$ cat src/hw/rtl/brbs_pkg.sv
// Shared types and constants of the byte range block splitter.
package brbs_pkg;

	// Fixed field widths
	localparam int OFF_W = 40;
	// Offset plus count, and device size in bytes, at full width
	localparam int SUM_W = 45;

	// Command kinds
	localparam logic [2:0] KIND_PART_READ    = 3'd0;
	localparam logic [2:0] KIND_PART_RMW     = 3'd1;
	localparam logic [2:0] KIND_DIRECT_READ  = 3'd2;
	localparam logic [2:0] KIND_DIRECT_WRITE = 3'd3;
	localparam logic [2:0] KIND_REJECT       = 3'd4;

	// Configuration register indexes
	localparam logic REG_BLOCK_SHIFT  = 1'b0;
	localparam logic REG_TOTAL_BLOCKS = 1'b1;

	// Request beat
	typedef struct packed {
		logic             op;
		logic [OFF_W-1:0] byte_offset;
		logic [31:0]      byte_count;
	} req_t;

	// Command beat
	typedef struct packed {
		logic [2:0]  kind;
		logic [31:0] block_index;
		logic [23:0] block_count;
		logic [11:0] in_block_offset;
		logic [31:0] segment_length;
		logic [31:0] buffer_offset;
		logic [31:0] accepted_bytes;
		logic        last;
	} res_t;

	// Classified request, passed from front end to back end
	typedef struct packed {
		logic        rej;
		logic        op;
		logic        has_head;
		logic        has_mid;
		logic        has_tail;
		logic [31:0] blk0;
		logic [11:0] lo;
		logic [12:0] headlen;
		logic [23:0] midcnt;
		logic [31:0] midlen;
		logic [11:0] taillen;
		logic [31:0] total;
	} plan_t;

endpackage

$ cat src/hw/rtl/brbs_front.sv
// Front end: takes requests, checks range, classifies head, middle and tail.
module brbs_front #(
	parameter int BYTE_ADDR_BITS = 40,
	parameter int DEPTH = 4,
	localparam int CW = $clog2(DEPTH + 1)
) (
	input  logic            clk,
	input  logic            arst_n,
	input  logic            start,
	output logic            busy,
	input  brbs_pkg::req_t  req,
	input  logic [3:0]      block_shift,
	input  logic [31:0]     total_blocks,
	input  logic [CW-1:0]   q_count,
	output logic            push,
	output brbs_pkg::plan_t plan
);
	import brbs_pkg::*;

	// Block mask for a shift code (0 means 512 bytes ... 3 means 4096 bytes)
	function automatic logic [11:0] blk_mask(input logic [1:0] sel);
		logic [11:0] m;
		unique case (sel)
			2'd0: m = 12'h1FF;
			2'd1: m = 12'h3FF;
			2'd2: m = 12'h7FF;
			default: m = 12'hFFF;
		endcase
		return m;
	endfunction

	logic             accept;
	logic [OFF_W-1:0] off_m;
	logic [1:0]       sel_d;
	logic [SUM_W-1:0] off_x;
	logic [SUM_W-1:0] end_x;
	logic [SUM_W-1:0] dev_x;
	logic             rej_d;
	logic [31:0]      blk0_d;
	logic [11:0]      lo_d;

	logic        valid_s1;
	logic        op_s1;
	logic        rej_s1;
	logic [1:0]  sel_s1;
	logic [31:0] blk0_s1;
	logic [11:0] lo_s1;
	logic [31:0] size_s1;

	logic [11:0] bmask;
	logic [12:0] bs;
	logic [12:0] room;
	logic        has_head;
	logic [12:0] headlen;
	logic [31:0] size2;
	logic [23:0] midcnt;
	logic [31:0] midlen;
	logic [11:0] taillen;

	// Hold off a new request unless the queue has room for it and the one in flight
	assign busy   = ({1'b0, q_count} + {{CW{1'b0}}, valid_s1}) >= (CW + 1)'(DEPTH);
	assign accept = start && !busy;

	// Drop offset bits above the address width
	always_comb begin
		for (int i = 0; i < OFF_W; i++) begin
			off_m[i] = (i < BYTE_ADDR_BITS) ? req.byte_offset[i] : 1'b0;
		end
	end

	// Saturate the block shift to 9..12
	always_comb begin
		priority if (block_shift < 4'd9) begin
			sel_d = 2'd0;
		end else if (block_shift > 4'd12) begin
			sel_d = 2'd3;
		end else begin
			sel_d = 2'(block_shift - 4'd9);
		end
	end

	// Range check at full width, first block and offset inside it
	always_comb begin
		off_x = SUM_W'(off_m);
		end_x = off_x + SUM_W'(req.byte_count);
		unique case (sel_d)
			2'd0: begin
				dev_x  = {4'b0, total_blocks, 9'b0};
				blk0_d = off_x[40:9];
			end
			2'd1: begin
				dev_x  = {3'b0, total_blocks, 10'b0};
				blk0_d = off_x[41:10];
			end
			2'd2: begin
				dev_x  = {2'b0, total_blocks, 11'b0};
				blk0_d = off_x[42:11];
			end
			default: begin
				dev_x  = {1'b0, total_blocks, 12'b0};
				blk0_d = off_x[43:12];
			end
		endcase
		rej_d = (req.byte_count == 32'd0) || (end_x > dev_x);
		lo_d  = off_m[11:0] & blk_mask(sel_d);
	end

	// Stage 1 valid
	always_ff @(posedge clk or negedge arst_n) begin
		if (!arst_n) begin
			valid_s1 <= 1'b0;
		end else begin
			valid_s1 <= accept;
		end
	end

	// Stage 1 payload
	always_ff @(posedge clk) begin
		if (accept) begin
			op_s1   <= req.op;
			rej_s1  <= rej_d;
			sel_s1  <= sel_d;
			blk0_s1 <= blk0_d;
			lo_s1   <= lo_d;
			size_s1 <= req.byte_count;
		end
	end

	// Split into head, aligned middle and tail
	always_comb begin
		bmask    = blk_mask(sel_s1);
		bs       = {1'b0, bmask} + 13'd1;
		room     = bs - {1'b0, lo_s1};
		has_head = (lo_s1 != 12'd0);
		if (!has_head) begin
			headlen = 13'd0;
		end else if (size_s1 < {19'b0, room}) begin
			headlen = size_s1[12:0];
		end else begin
			headlen = room;
		end
		size2 = size_s1 - {19'b0, headlen};
		unique case (sel_s1)
			2'd0: midcnt = {1'b0, size2[31:9]};
			2'd1: midcnt = {2'b0, size2[31:10]};
			2'd2: midcnt = {3'b0, size2[31:11]};
			default: midcnt = {4'b0, size2[31:12]};
		endcase
		midlen  = size2 & ~{20'b0, bmask};
		taillen = size2[11:0] & bmask;
	end

	// Hand the classified request to the queue
	always_comb begin
		push          = valid_s1;
		plan.rej      = rej_s1;
		plan.op       = op_s1;
		plan.has_head = has_head;
		plan.has_mid  = (midcnt != 24'd0);
		plan.has_tail = (taillen != 12'd0);
		plan.blk0     = blk0_s1;
		plan.lo       = lo_s1;
		plan.headlen  = headlen;
		plan.midcnt   = midcnt;
		plan.midlen   = midlen;
		plan.taillen  = taillen;
		plan.total    = size_s1;
	end

endmodule

$ cat src/hw/rtl/brbs_queue.sv
// Short queue of classified requests between front end and back end.
module brbs_queue #(
	parameter int DEPTH = 4,
	localparam int PW = $clog2(DEPTH),
	localparam int CW = $clog2(DEPTH + 1)
) (
	input  logic            clk,
	input  logic            arst_n,
	input  logic            push,
	input  brbs_pkg::plan_t wdata,
	input  logic            pop,
	output brbs_pkg::plan_t rdata,
	output logic            empty,
	output logic [CW-1:0]   count
);
	import brbs_pkg::*;

	plan_t         entry_q [DEPTH];
	logic [PW-1:0] wr_ptr_q;
	logic [PW-1:0] rd_ptr_q;
	logic [CW-1:0] count_q;

	assign rdata = entry_q[rd_ptr_q];
	assign empty = (count_q == '0);
	assign count = count_q;

	// Advance pointers and occupancy
	always_ff @(posedge clk or negedge arst_n) begin
		if (!arst_n) begin
			wr_ptr_q <= '0;
			rd_ptr_q <= '0;
			count_q  <= '0;
		end else begin
			if (push) begin
				wr_ptr_q <= (wr_ptr_q == PW'(DEPTH - 1)) ? '0 : wr_ptr_q + 1'b1;
			end
			if (pop) begin
				rd_ptr_q <= (rd_ptr_q == PW'(DEPTH - 1)) ? '0 : rd_ptr_q + 1'b1;
			end
			if (push && !pop) begin
				count_q <= count_q + 1'b1;
			end else if (pop && !push) begin
				count_q <= count_q - 1'b1;
			end
		end
	end

	// Store entries
	always_ff @(posedge clk) begin
		if (push) begin
			entry_q[wr_ptr_q] <= wdata;
		end
	end

endmodule

$ cat src/hw/rtl/brbs_back.sv
// Back end: issues the block commands of each request, one per cycle.
module brbs_back (
	input  logic            clk,
	input  logic            arst_n,
	input  logic            q_empty,
	input  brbs_pkg::plan_t head,
	output logic            pop,
	output logic            done,
	output brbs_pkg::res_t  result
);
	import brbs_pkg::*;

	logic       active_q;
	logic [2:0] pend_q;
	plan_t      cur_q;
	logic       done_q;
	res_t       res_q;

	plan_t       cur;
	logic [2:0]  pend;
	logic [2:0]  rest;
	logic        go;
	logic [2:0]  part_kind;
	logic [2:0]  direct_kind;
	logic [31:0] mid_blk;
	logic [31:0] tail_blk;
	logic [31:0] tail_buf;
	res_t        res_d;

	// Pick the next command of the current request
	always_comb begin
		cur  = active_q ? cur_q : head;
		pend = active_q ? pend_q
			: (head.rej ? 3'b001 : {head.has_tail, head.has_mid, head.has_head});
		go   = active_q || !q_empty;
		pop  = !active_q && !q_empty;

		part_kind   = cur.op ? KIND_PART_RMW : KIND_PART_READ;
		direct_kind = cur.op ? KIND_DIRECT_WRITE : KIND_DIRECT_READ;
		mid_blk     = cur.blk0 + {31'b0, cur.has_head};
		tail_blk    = mid_blk + {8'b0, cur.midcnt};
		tail_buf    = {19'b0, cur.headlen} + cur.midlen;

		res_d = '0;
		res_d.accepted_bytes = cur.total;
		priority if (pend[0]) begin
			rest                  = pend & 3'b110;
			res_d.kind            = part_kind;
			res_d.block_index     = cur.blk0;
			res_d.block_count     = 24'd1;
			res_d.in_block_offset = cur.lo;
			res_d.segment_length  = {19'b0, cur.headlen};
		end else if (pend[1]) begin
			rest                  = pend & 3'b100;
			res_d.kind            = direct_kind;
			res_d.block_index     = mid_blk;
			res_d.block_count     = cur.midcnt;
			res_d.segment_length  = cur.midlen;
			res_d.buffer_offset   = {19'b0, cur.headlen};
		end else begin
			rest                  = 3'b000;
			res_d.kind            = part_kind;
			res_d.block_index     = tail_blk;
			res_d.block_count     = 24'd1;
			res_d.segment_length  = {20'b0, cur.taillen};
			res_d.buffer_offset   = tail_buf;
		end
		// Rejected request: one command with last set, all other fields zero
		if (cur.rej) begin
			res_d      = '0;
			res_d.kind = KIND_REJECT;
		end
		res_d.last = (rest == 3'b000);
	end

	// Control: track remaining commands and the output strobe
	always_ff @(posedge clk or negedge arst_n) begin
		if (!arst_n) begin
			active_q <= 1'b0;
			pend_q   <= 3'b000;
			done_q   <= 1'b0;
		end else begin
			done_q <= go;
			if (go) begin
				active_q <= (rest != 3'b000);
				pend_q   <= rest;
			end
		end
	end

	// Payload: current request and output beat
	always_ff @(posedge clk) begin
		if (pop) begin
			cur_q <= head;
		end
		if (go) begin
			res_q <= res_d;
		end
	end

	assign done   = done_q;
	assign result = res_q;

endmodule

$ cat src/hw/rtl/byte_range_block_splitter_core.sv
// Byte range block splitter: top level with configuration registers.
//
// A request (op, byte_offset, byte_count) is taken at a clock edge where start is high and
// busy is low. It becomes one to three block commands (unaligned head, aligned middle,
// tail), or one rejected command when the size is zero or the range runs past the end of
// the device. Each command is shown on result for exactly one cycle with done high; the
// receiver cannot stall, so it must take every beat. The first command of a request passes
// the range check stage, then the queue, then the registered command issue before it is on
// result. The back end issues one command per cycle, so a request occupies it until all of
// its commands (1 to 3) are out, and only then is the next request taken from the queue. A
// four-entry queue between the range check and the command issue absorbs bursts; busy
// rises once the queued requests plus the one in the check stage reach the queue depth.
// The user must write configuration through cfg_we, cfg_index and cfg_wdata only while
// idle; the block itself does not enforce this.
module byte_range_block_splitter_core #(
	parameter int BYTE_ADDR_BITS = 40,
	parameter int QUEUE_DEPTH = 4
) (
	input  logic           clk,
	input  logic           arst_n,
	input  logic           start,
	output logic           busy,
	input  brbs_pkg::req_t req,
	output logic           done,
	output brbs_pkg::res_t result,
	input  logic           cfg_we,
	input  logic           cfg_index,
	input  logic [31:0]    cfg_wdata
);
	import brbs_pkg::*;

	localparam int CW = $clog2(QUEUE_DEPTH + 1);

	logic [3:0]    block_shift_q;
	logic [31:0]   total_blocks_q;
	logic          push;
	logic          pop;
	logic          q_empty;
	logic [CW-1:0] q_count;
	plan_t         plan_in;
	plan_t         plan_out;

	// Configuration registers
	always_ff @(posedge clk or negedge arst_n) begin
		if (!arst_n) begin
			block_shift_q  <= 4'd9;
			total_blocks_q <= 32'd0;
		end else if (cfg_we) begin
			unique case (cfg_index)
				REG_BLOCK_SHIFT:  block_shift_q  <= cfg_wdata[3:0];
				REG_TOTAL_BLOCKS: total_blocks_q <= cfg_wdata;
				default: ;
			endcase
		end
	end

	brbs_front #(
		.BYTE_ADDR_BITS(BYTE_ADDR_BITS),
		.DEPTH(QUEUE_DEPTH)
	) u_front (
		.clk(clk),
		.arst_n(arst_n),
		.start(start),
		.busy(busy),
		.req(req),
		.block_shift(block_shift_q),
		.total_blocks(total_blocks_q),
		.q_count(q_count),
		.push(push),
		.plan(plan_in)
	);

	brbs_queue #(
		.DEPTH(QUEUE_DEPTH)
	) u_queue (
		.clk(clk),
		.arst_n(arst_n),
		.push(push),
		.wdata(plan_in),
		.pop(pop),
		.rdata(plan_out),
		.empty(q_empty),
		.count(q_count)
	);

	brbs_back u_back (
		.clk(clk),
		.arst_n(arst_n),
		.q_empty(q_empty),
		.head(plan_out),
		.pop(pop),
		.done(done),
		.result(result)
	);

endmodule
$ cat config.mk
export PLATFORM = sky130hd
export DESIGN_NAME = byte_range_block_splitter_core
export DESIGN_NICKNAME = d
export VERILOG_FILES = /design/src/hw/rtl/brbs_pkg.sv /design/src/hw/rtl/brbs_front.sv /design/src/hw/rtl/brbs_queue.sv /design/src/hw/rtl/brbs_back.sv /design/src/hw/rtl/byte_range_block_splitter_core.sv
export SDC_FILE = /design/constraint.sdc
export NUM_CORES = 1
export LEC_CHECK = 0
export BUFFER_PORTS_ARGS = -buffer_cell sky130_fd_sc_hd__buf_2
export CAP_MARGIN = 30
export CORE_MARGIN = 1
export CORE_UTILIZATION = 55
export DETAILED_ROUTE_END_ITERATION = 12
export HOLD_SLACK_MARGIN = 0.12
export PLACE_DENSITY = 0.76
export SLEW_MARGIN = 30
export SYNTH_ARGS = -nofsm -noshare
export SYNTH_HDL_FRONTEND = slang
export SYNTH_SLANG_ARGS = --single-unit
$ cat constraint.sdc
create_clock -name clk -period 8.1 [get_ports clk]
set_input_delay 1.62 -clock clk [delete_from_list [all_inputs] [get_ports clk]]
set_output_delay 1.62 -clock clk [all_outputs]
set_load 0.005 [all_outputs]
* After elaboration in Yosys (flattened, before gate mapping) *
Memories as Yosys holds them, arrays and structs flattened.
Index checks and enable logic that the tools add are counted.
Widths: inputs -> output; s select.

word-level totals
  output and inout bits = 170
  flip-flop bits (word level) = 459
  bits in writable memories = 644
  memories kept = 1

memory list
  memory           words  width  rd ports  clocked after Yosys merged registers in  wr ports  RTL line          source
  u_queue.entry_q  4      161    1         0                                        1         brbs_queue.sv:18  plan_t entry_q [DEPTH];

cells by class
  add/subtract/negate cells = 13
  bitwise gates (word level) = 7
  mux-type cells = 26
  reductions and logical operators = 27
  $lt $le $gt $ge = 5
  equal/unequal tests = 6

operator list
  kind                   number
  $mux 162               1
  $pmux 44 s3            1
  $mux 59                2
  $pmux 31 s3            1
  $pmux 12 s3            2
  $pmux 23 s3            1
  $gt 45x44->1           1
  $mux 45                1
  $add 40x32->41         1
  $mux 13                3
  $add 13x32->32         1
  $add 32x1->32          1
  $add 32x24->32         1
  $and 32x32->32         1
  $logic_not 32->1       1
  $lt 32x13->1           1
  $not 12->32            1
  $sub 32x13->32         1
  $and 12x12->12         2
  $reduce_bool 12->1     2
  $reduce_bool 24->1     1
  $mux 3                 6
  $add 12x1->13 const B  1
  $sub 13x12->13         1
  other kinds (23)       49

* Longest topological paths before layout *
Gate-level depths: netlist (run 1).

  depth in word-level cells = 10
  mapped depth = 31
  depth with buffers taken out = 28

* Cells and area by module *
From an unflattened synthesis (run 1), not the netlist that was laid out.

unflattened totals
  cells, all modules = 3472
  area, all modules = 50966.4 um2

by module, submodules not included
  module                          instances  cells an instance  sequential area each (um2)  area an instance (um2)
  brbs_queue                      1          882                19633.8                     23764.0
  brbs_back                       1          1266               9589.2                      16009.1
  brbs_front                      1          1247               2397.3                      9851.9
  byte_range_block_splitter_core  1          77                 903.4                       1341.3

* Least setup slack after synthesis (run 1) *
No wires, ideal clock.

  path type = register to register
  start = register u_back.active_q
  end = register u_queue.count_q[1], in the netlist u_queue.count[1]
  path buffers = 4
  period minus slack after synthesis = 8.484 ns
  slack = -0.384 ns
  cell stages (with the launch flop) = 11
  setup time = 0.125 ns
  arrival = 8.359 ns
  cell sequence = dfrtp_1 -> clkbuf_1 -> clkbuf_1 -> clkbuf_1 -> clkbuf_1 -> nor2_1 -> inv_1 -> ha_1 -> inv_1 -> fa_1 -> mux2_2

between the ends
  cells in the longest elaborated chain, start to end = 5
  elaborated cells on any way between the ends = 7
  those cells by class = 1 x mux; 6 x reduce/logical

RTL lines
  element                                      RTL line                              source
  from (decl)                                  brbs_back.sv:13                       logic active_q;
  from (signal assigned)                       brbs_back.sv:85                       active_q <= (rest != 3'b000);
  $logic_not 1->1 (*)                          brbs_back.sv:36                       pop = !active_q && !q_empty;
  $logic_and 1x1->1 (*)                        brbs_back.sv:36
  via pop                                      byte_range_block_splitter_core.sv:37  logic pop;
  $logic_not 1->1                              brbs_queue.sv:40                      if (push && !pop) begin
  $logic_and 1x1->1                            brbs_queue.sv:40
  $mux 3 or $reduce_bool 2->1 (tied branches)  n/a
  to (signal assigned)                         brbs_queue.sv:41                      count_q <= count_q + 1'b1;
  to (signal assigned)                         brbs_queue.sv:43                      count_q <= count_q - 1'b1;
  to (decl)                                    brbs_queue.sv:21                      logic [CW-1:0] count_q;

The timed path passes the listed nets; every way through them passes the cells marked *.
A chain may end at the register's enable or synchronous reset.

* Final worst setup path (run 1) *
  start = register u_front.sel_s1[1]
  end = memory u_queue.entry_q[1][156] (netlist name), data pin

between the ends
  cells in the longest elaborated chain, start to end = 10
  elaborated cells on any way between the ends = 12
  those cells by class = 3 x add/sub; 1 x order compare; 2 x eq/ne; 3 x mux; 1 x bitwise; 2 x reduce/logical

RTL lines
  element                                   RTL line           source
  from (decl)                               brbs_front.sv:45   logic [1:0] sel_s1;
  from (signal assigned)                    brbs_front.sv:122  sel_s1 <= sel_d;
  $eq 2x2->1, or another cell as far along  brbs_front.sv:23   unique case (sel)
  $pmux 12 s3 (*)                           brbs_front.sv:23
  $add 12x1->13                             brbs_front.sv:132  bs = {1'b0, bmask} + 13'd1;
  $sub 13x12->13                            brbs_front.sv:133  room = bs - {1'b0, lo_s1};
  $lt 32x13->1                              brbs_front.sv:137  end else if (size_s1 < {19'b0, room}) begin
  $mux 13                                   brbs_front.sv:137
  $mux 13                                   brbs_front.sv:135  if (!has_head) begin
  $sub 32x13->32                            brbs_front.sv:142  size2 = size_s1 - {19'b0, headlen};
  $and 12x12->12 (*)                        brbs_front.sv:150  taillen = size2[11:0] & bmask;
  $reduce_bool 12->1 (*)                    brbs_front.sv:160  plan.has_tail = (taillen != 12'd0);
  to (decl)                                 brbs_queue.sv:18

Every way passes the cells marked *; elsewhere a longest branch is shown, timed or not.

==> impl_metrics.ini, run 1 <==
[status]
status = finished clean

[power]
ir_worst_vdd_uv = 281.4
power_density_mw_per_mm2 = 417.4
power_leakage_nw = 20.16

[yosys]
synthCells = 3367
avgSynthCellArea_um2 = 14.23
ys_seq_area_share_pct = 64.38
synthFlopType = edfxtp_1
yosysTopAreaCell = edfxtp_1
synth_fp_nets = 3614
synth_most_common_cell = edfxtp_1
async_flop_share_pct = 4.638
yosys-top-cells-area = edfxtp_1 62%, mux4_2 7.0%, ha_1 3.4%
ys_warn_count = 0
ys_top_cells_by_count = 987 x edfxtp_1, 392 x nand2_1, 204 x nor2_1
netlist_area_mm2 = 0.04791
ys_seq_elements = 1035
yosys.area.top_type_share_pct = 61.87
ys_types = 94
synth_edf_count = 987

[run]
max-cap-violations = 0

[critical_path]
required_ps = 8450
critPathMostFrequentCell = ha_1
max_stage_delay_ps = 490
cp_max_fo = 24
rrSetupSlack_ps = 500
crit_type = flop to flop
end_kind = flop
worstSetupStartpointType = flop
critPathArrivalTime_ps = 7950
critical-path-slowest-cell = a211oi_4

[clocking]
root_buffer = clkbuf_16
clkSinkCount = 1035
cts_buffers = 101
cts_tree = done
ctsLongestPathBuffers = 3
htree_levels = 3
clkLatencyLatePin_ps = 660
clk_pin_slew_ps = 60

[finish]
postLayoutCellArea_mm2 = 0.05404
multi_input_area_mm2 = 0.01620
syn2layout_area_growth_pct = 12.81
fill_cells = 6174
ff_latch_area_mm2 = 0.03085
drive_gt1_share_pct = 20.26
nNetsFinal = 3896

[drt]
drt_iter0_markers = 3090
wl_per_cell_um = 24.57
drc = 0
dr.pass1.iters = 6
drt.antenna.violating_nets = 0
drt-total-wl_um = 119900
viasPerCell = 6.210
vias = 30310

[place]
place_area_mm2 = 0.05057
post-dp-hpwl_um = 81080
pre_cts_slack_ps = 244.7
io_buffer_count = 278
gp_congestion = 0.9218

[timing]
hold_viol_final = 0
worstMarginPinSlew_ps = 1050
rsz0062_at_grt = false
slew_viol_final = 0
relSlewSlack_pct = 29.45
layout_setup_ws_ps = 499.9
finalSetupViolCount = 0
fin_crit_sh_pct = 93.83
worst_hold_slack_ps = 494.3
fin_skew_ps = 26.83
setup_tns_ps = 0
period_minus_slack_ps = 7600
max_freq_mhz = 131.6

[floorplan]
start_util_pct = 55.91
die_y_um = 297.1
dieArea_mm2 = 0.08829
die_w_um = 297.1
num_rows = 107
core_area_mm2 = 0.08568
pin_count = 280

[global_route]
globalRouteMet3Util_pct = 4.032
grt_overflow = 0
grt_max_degree = 69
grt_util_met2_pct = 43.36
track_usage_pct = 26.82
grt.busiest_layer = met2
grt_pass1_vias = 29430
grt_pass1_wl_um = 179700
gr-usage-met1_pct = 37.67
antenna_found_initial = 8

[hold_path]
hp-class = flop to flop
-- repair_timing --
item / 4_1_cts / 5_1_grt
setup endpoints to repair: 0 / 4
endpoints found under the hold margin: 0 / 0
resized for setup: 0 / 6
hold buffers: 0 / 0
setup buffers: 0 / 0
-- placed cells by master (no fill, tap or decap), types with 55 or more instances in the layout --
| cell type | netlist | layout |
|---|---|---|
| a21o_1 | 57 | 57 |
| a21oi_1 | 196 | 196 |
| buf_2 | 15 | 278 |
| clkbuf_16 | 0 | 104 |
| edfxtp_1 | 987 | 987 |
| ha_1 | 132 | 132 |
| inv_1 | 82 | 78 |
| mux2_2 | 64 | 64 |
| mux2i_1 | 98 | 97 |
| mux4_2 | 149 | 149 |
| nand2_1 | 392 | 392 |
| nor2_1 | 204 | 202 |
| o21ai_0 | 79 | 78 |
| xnor2_1 | 90 | 90 |
| xor2_1 | 55 | 55 |
-- flip-flops by register name (all words and copies together), names as in the netlist, 3 cells and up --
register / cells
u_queue.entry_q: 604
total_blocks_q: 32
u_queue.count: 3
u_front.lo_s1: 12
u_front.size_s1: 32
u_front.blk0_s1: 31
block_shift_q: 4
u_back.result: 167
u_back.cur_q: 137
-- worst max-delay path: cells and delay by family, from the launching register on --
kind | cells | cell delay (ps)
muxes | 1 | 410
DFF | 1 | 380
AOI/OAI and AO/OA | 8 | 2250
xor gates and xnor gates | 2 | 670
and+or+nand+nor | 8 | 1710
adders and majority gates | 4 | 1050
buffers and inverters | 4 | 830
-- per-stage QoR --
stage,util [%],power [mW],std cells
after floorplan,-,14.86,3367
after global placement,59.00,17.46,4687
after detailed placement,59.02,17.67,4688
after CTS,62.98,22.52,4878
after global routing,63.07,23.70,4880
final,63.07,22.56,4881
-- final timing paths --
| kind | startpoint | to | cells past startpoint |
|---|---|---|---|
| hold / removal | u_front.blk0_s1[28] | u_queue.entry_q[0][152] | 0 |
| min in group asynchronous | arst_n | total_blocks_q[24] | 2 |
| max in group asynchronous | arst_n | u_back.active_q | 2 |
| setup reg to reg | u_front.sel_s1[1] | u_queue.entry_q[1][156] | 27 |
| hold reg to reg | u_front.blk0_s1[28] | u_queue.entry_q[0][152] | 0 |
| setup / recovery | u_front.sel_s1[1] | u_queue.entry_q[1][156] | 27 |
-- where the power goes --
part / leakage, nW / internal [mW] / total (mW) / switching, mW
registers: 10.1 / 8.07 / 8.72 / 0.649
clock network: 1.64 / 2.81 / 4.77 / 1.97
logic: 8.43 / 3.35 / 9.07 / 5.72
-- routing by layer --
layer  wire [µm]  vias to the layer above
met5          67                        -
met4        3425                       12
met3        9917                      192
met2       57530                     1440
met1       49000                    15140
li1            -                    13530
-- area by class of cell --
type                    instances  area share [%]
inverters                      84          0.6020
repair buffers                333           3.406
clock buffers                 127           4.975
well taps                    1144           2.649
multi-input cells            2094           29.97
diodes                          1        0.004630
flip-flops and latches       1035           57.09
clock inverters                63           1.299
-- cells by family (layout without fill, tap and decap cells) --
kind of cell,Yosys count,after routing,share of synthesized area (%)
flip-flops,1035,1035,64.38
AND/OR/NAND/NOR,945,945,9.251
AO/OA/AOI/OAI,554,554,7.425
multiplexers,312,312,10.61
buffers and inverters,238,607,2.016
XOR/XNOR,145,145,2.651
adder cells (fa/ha/maj),137,137,3.656
other,1,2,0.007828
No activity file was read; power rests on OpenSTA's default activity.
==> inputs of run 2 (changes only) <==
- GPL_TIMING_DRIVEN: not set -> 0
==> run 2 against run 1 <==
Fmax decreased by 3.1%; utilization increased by 0.98 points; non-clock buffer count increased by 121; power increased by 2.3%; critical endpoint is now u_queue.entry_q[0][156]; largest cell class unchanged; largest power group unchanged.
==> impl_metrics.ini, run 2 (synthesis results as in run 1) <==
[drt]
vias = 31300
drt-total-wl_um = 128900
drt.antenna.violating_nets = 0
viasPerCell = 6.256
drc = 0
wl_per_cell_um = 25.77
dr.pass1.iters = 6
drt_iter0_markers = 3645

[critical_path]
worstSetupStartpointType = flop
reg2regPathDepth = 30
timing.rr.start = u_front.sel_s1[1]
end_kind = flop
cp_top_family = compound AO/OA/AOI/OAI gates
r2r-end = u_queue.entry_q[0][156]
rrSetupSlack_ps = 250
critPathArrivalTime_ps = 8260
max_stage_delay_ps = 520
cp_max_fo = 10
crit_type = flop to flop
critPathMostFrequentCell = ha_1
critical-path-slowest-cell = edfxtp_1
critPathBufInv = 8
required_ps = 8520

[global_route]
grt_overflow = 0
grt_max_degree = 88
grt_pass1_vias = 30620
antenna_found_initial = 8
track_usage_pct = 29.03
grt_pass1_wl_um = 191300

[power]
power_mw = 23.08
clockPowerShare_pct = 20.0
p_int_mw = 14.27
p_switching_mw = 8.812
sequentialPowerShare_pct = 37.4
pwr-share-comb_pct = 42.7
power_density_mw_per_mm2 = 420.5
ir_worst_vdd_uv = 245.4
swShare_pct = 38.18
power_leakage_nw = 20.48

[place]
io_buffer_count = 276
post-dp-hpwl_um = 93470
gp_congestion = 0.9510

[timing]
setup_tns_ps = 0
fin_skew_ps = 32.38
slew_viol_final = 0
hold_viol_final = 0
worstMarginPinSlew_ps = 994.5
fin_crit_sh_pct = 96.85
max_freq_mhz = 127.5
relSlewSlack_pct = 33.45
finalSetupViolCount = 0
worst_hold_slack_ps = 495.4
period_minus_slack_ps = 7845

[floorplan]
core_area_mm2 = 0.08568
pin_count = 280
num_rows = 107
die_w_um = 297.1
die_y_um = 297.1
dieArea_mm2 = 0.08829
start_util_pct = 55.91

[clocking]
cts_tree = done
clkLatencyLatePin_ps = 670
clk_pin_slew_ps = 60
ctsLongestPathBuffers = 3
cts_hold_buf = 0
htree_levels = 3
cts_buffers = 101
clkSinkCount = 1035
root_buffer = clkbuf_16

[finish]
top_register = u_queue.entry_q
final_common_cell = edfxtp_1
multi_input_area_mm2 = 0.01625
syn2layout_area_growth_pct = 14.57
largest_register_ffs = 604
nNetsFinal = 4017
layout_common_cells = 987 x edfxtp_1, 392 x nand2_1, 288 x buf_2, 202 x nor2_1, 195 x a21oi_1
drive_gt1_share_pct = 19.94
postLayoutCoreUtil_pct = 64.06
fill_cells = 6105
ff_latch_area_mm2 = 0.03084

[status]
status = finished clean

[hold_path]
hold-path-endpoint = u_queue.entry_q[1][147]
holdPathStages = 0
hold_start = u_front.blk0_s1[23]
hp-class = flop to flop

[run]
max-cap-violations = 0
run 2: cell types whose count changed in the layout (fill, tap and decap cells not counted), moves of 9 or more:
| cell | change |
|---|---|
| buf_1 | +20 |
| buf_12 | +9 |
| buf_16 | +17 |
| buf_2 | +10 |
| buf_4 | -36 |
| clkbuf_1 | +86 |
run 2: per-layer routing:
| layer | vias up | wire length [µm] | GRT usage [%] |
|---|---|---|---|
| met4 | 10 | 5864 | 13.18 |
| met1 | 15520 | 50070 | 39.01 |
| li1 | 13800 | - | - |
| met3 | 285 | 11330 | 4.433 |
| met2 | 1690 | 61580 | 47.03 |
| met5 | - | 68 | 0 |
run 2: how the worst max path moves through the flow:
stage                     depth (start not counted)           startpoint  slack (ps)                      end
after floorplan                                  28    u_front.sel_s1[1]         600  u_queue.entry_q[0][156]
after global placement                           31      u_back.active_q       -1950       u_back.result[157]
after detailed placement                         31      u_back.active_q       -2000       u_back.result[157]
after CTS                                        31    u_front.sel_s1[1]          60  u_queue.entry_q[0][156]
after global routing                             29  u_queue.rd_ptr_q[1]         -70       u_back.result[157]
final                                            30    u_front.sel_s1[1]         250  u_queue.entry_q[0][156]
run 2: worst register-to-register path: cells and delay by family, from the launching register on:
| family | cells | cell delay [ps] |
|---|---|---|
| multiplexers | 1 | 150 |
| XOR/XNOR | 2 | 490 |
| flip-flops | 1 | 520 |
| AND/OR/NAND/NOR | 7 | 1550 |
| AO/OA/AOI/OAI | 8 | 2140 |
| adder cells (fa/ha/maj) | 4 | 1140 |
| buffers and inverters | 8 | 1600 |
run 2: metrics by stage:
step	setup WS [ps]	instance area [µm²]	std cells
after floorplan	603.6	47910	3367
after global placement	-1952	50720	4787
after detailed placement	-1996	51500	4817
after CTS	63.32	54830	5004
after global routing	-67.27	54880	5001
final	254.8	54890	5003
run 2: timing repair:
action | in CTS | in global routing
gates resized for setup | 28 | 14
setup buffers | 5 | 0
setup endpoints to repair | 128 | 11
pin swaps | 2 | 1
run 2: power by group through the flow:
stage	logic (mW)	clock network, mW	registers, mW
2_1_floorplan	6.19	0	8.67
3_3_place_gp	9.12	0	8.90
3_5_place_dp	9.59	0	8.69
4_1_cts	9.71	4.66	8.61
5_1_grt	10.5	4.84	8.73
6_report	9.85	4.61	8.62
run 2: cell type report:
cell class	count	area share [%]
Antenna cell	2	0.009119
Buffer	142	1.199
Clock buffer	126	4.833
Clock inverter	64	1.067
Inverter	84	0.5950
Multi-Input combinational cell	2094	29.60
Sequential cell	1035	56.19
Tap cell	1144	2.608
Timing Repair Buffer	312	3.896
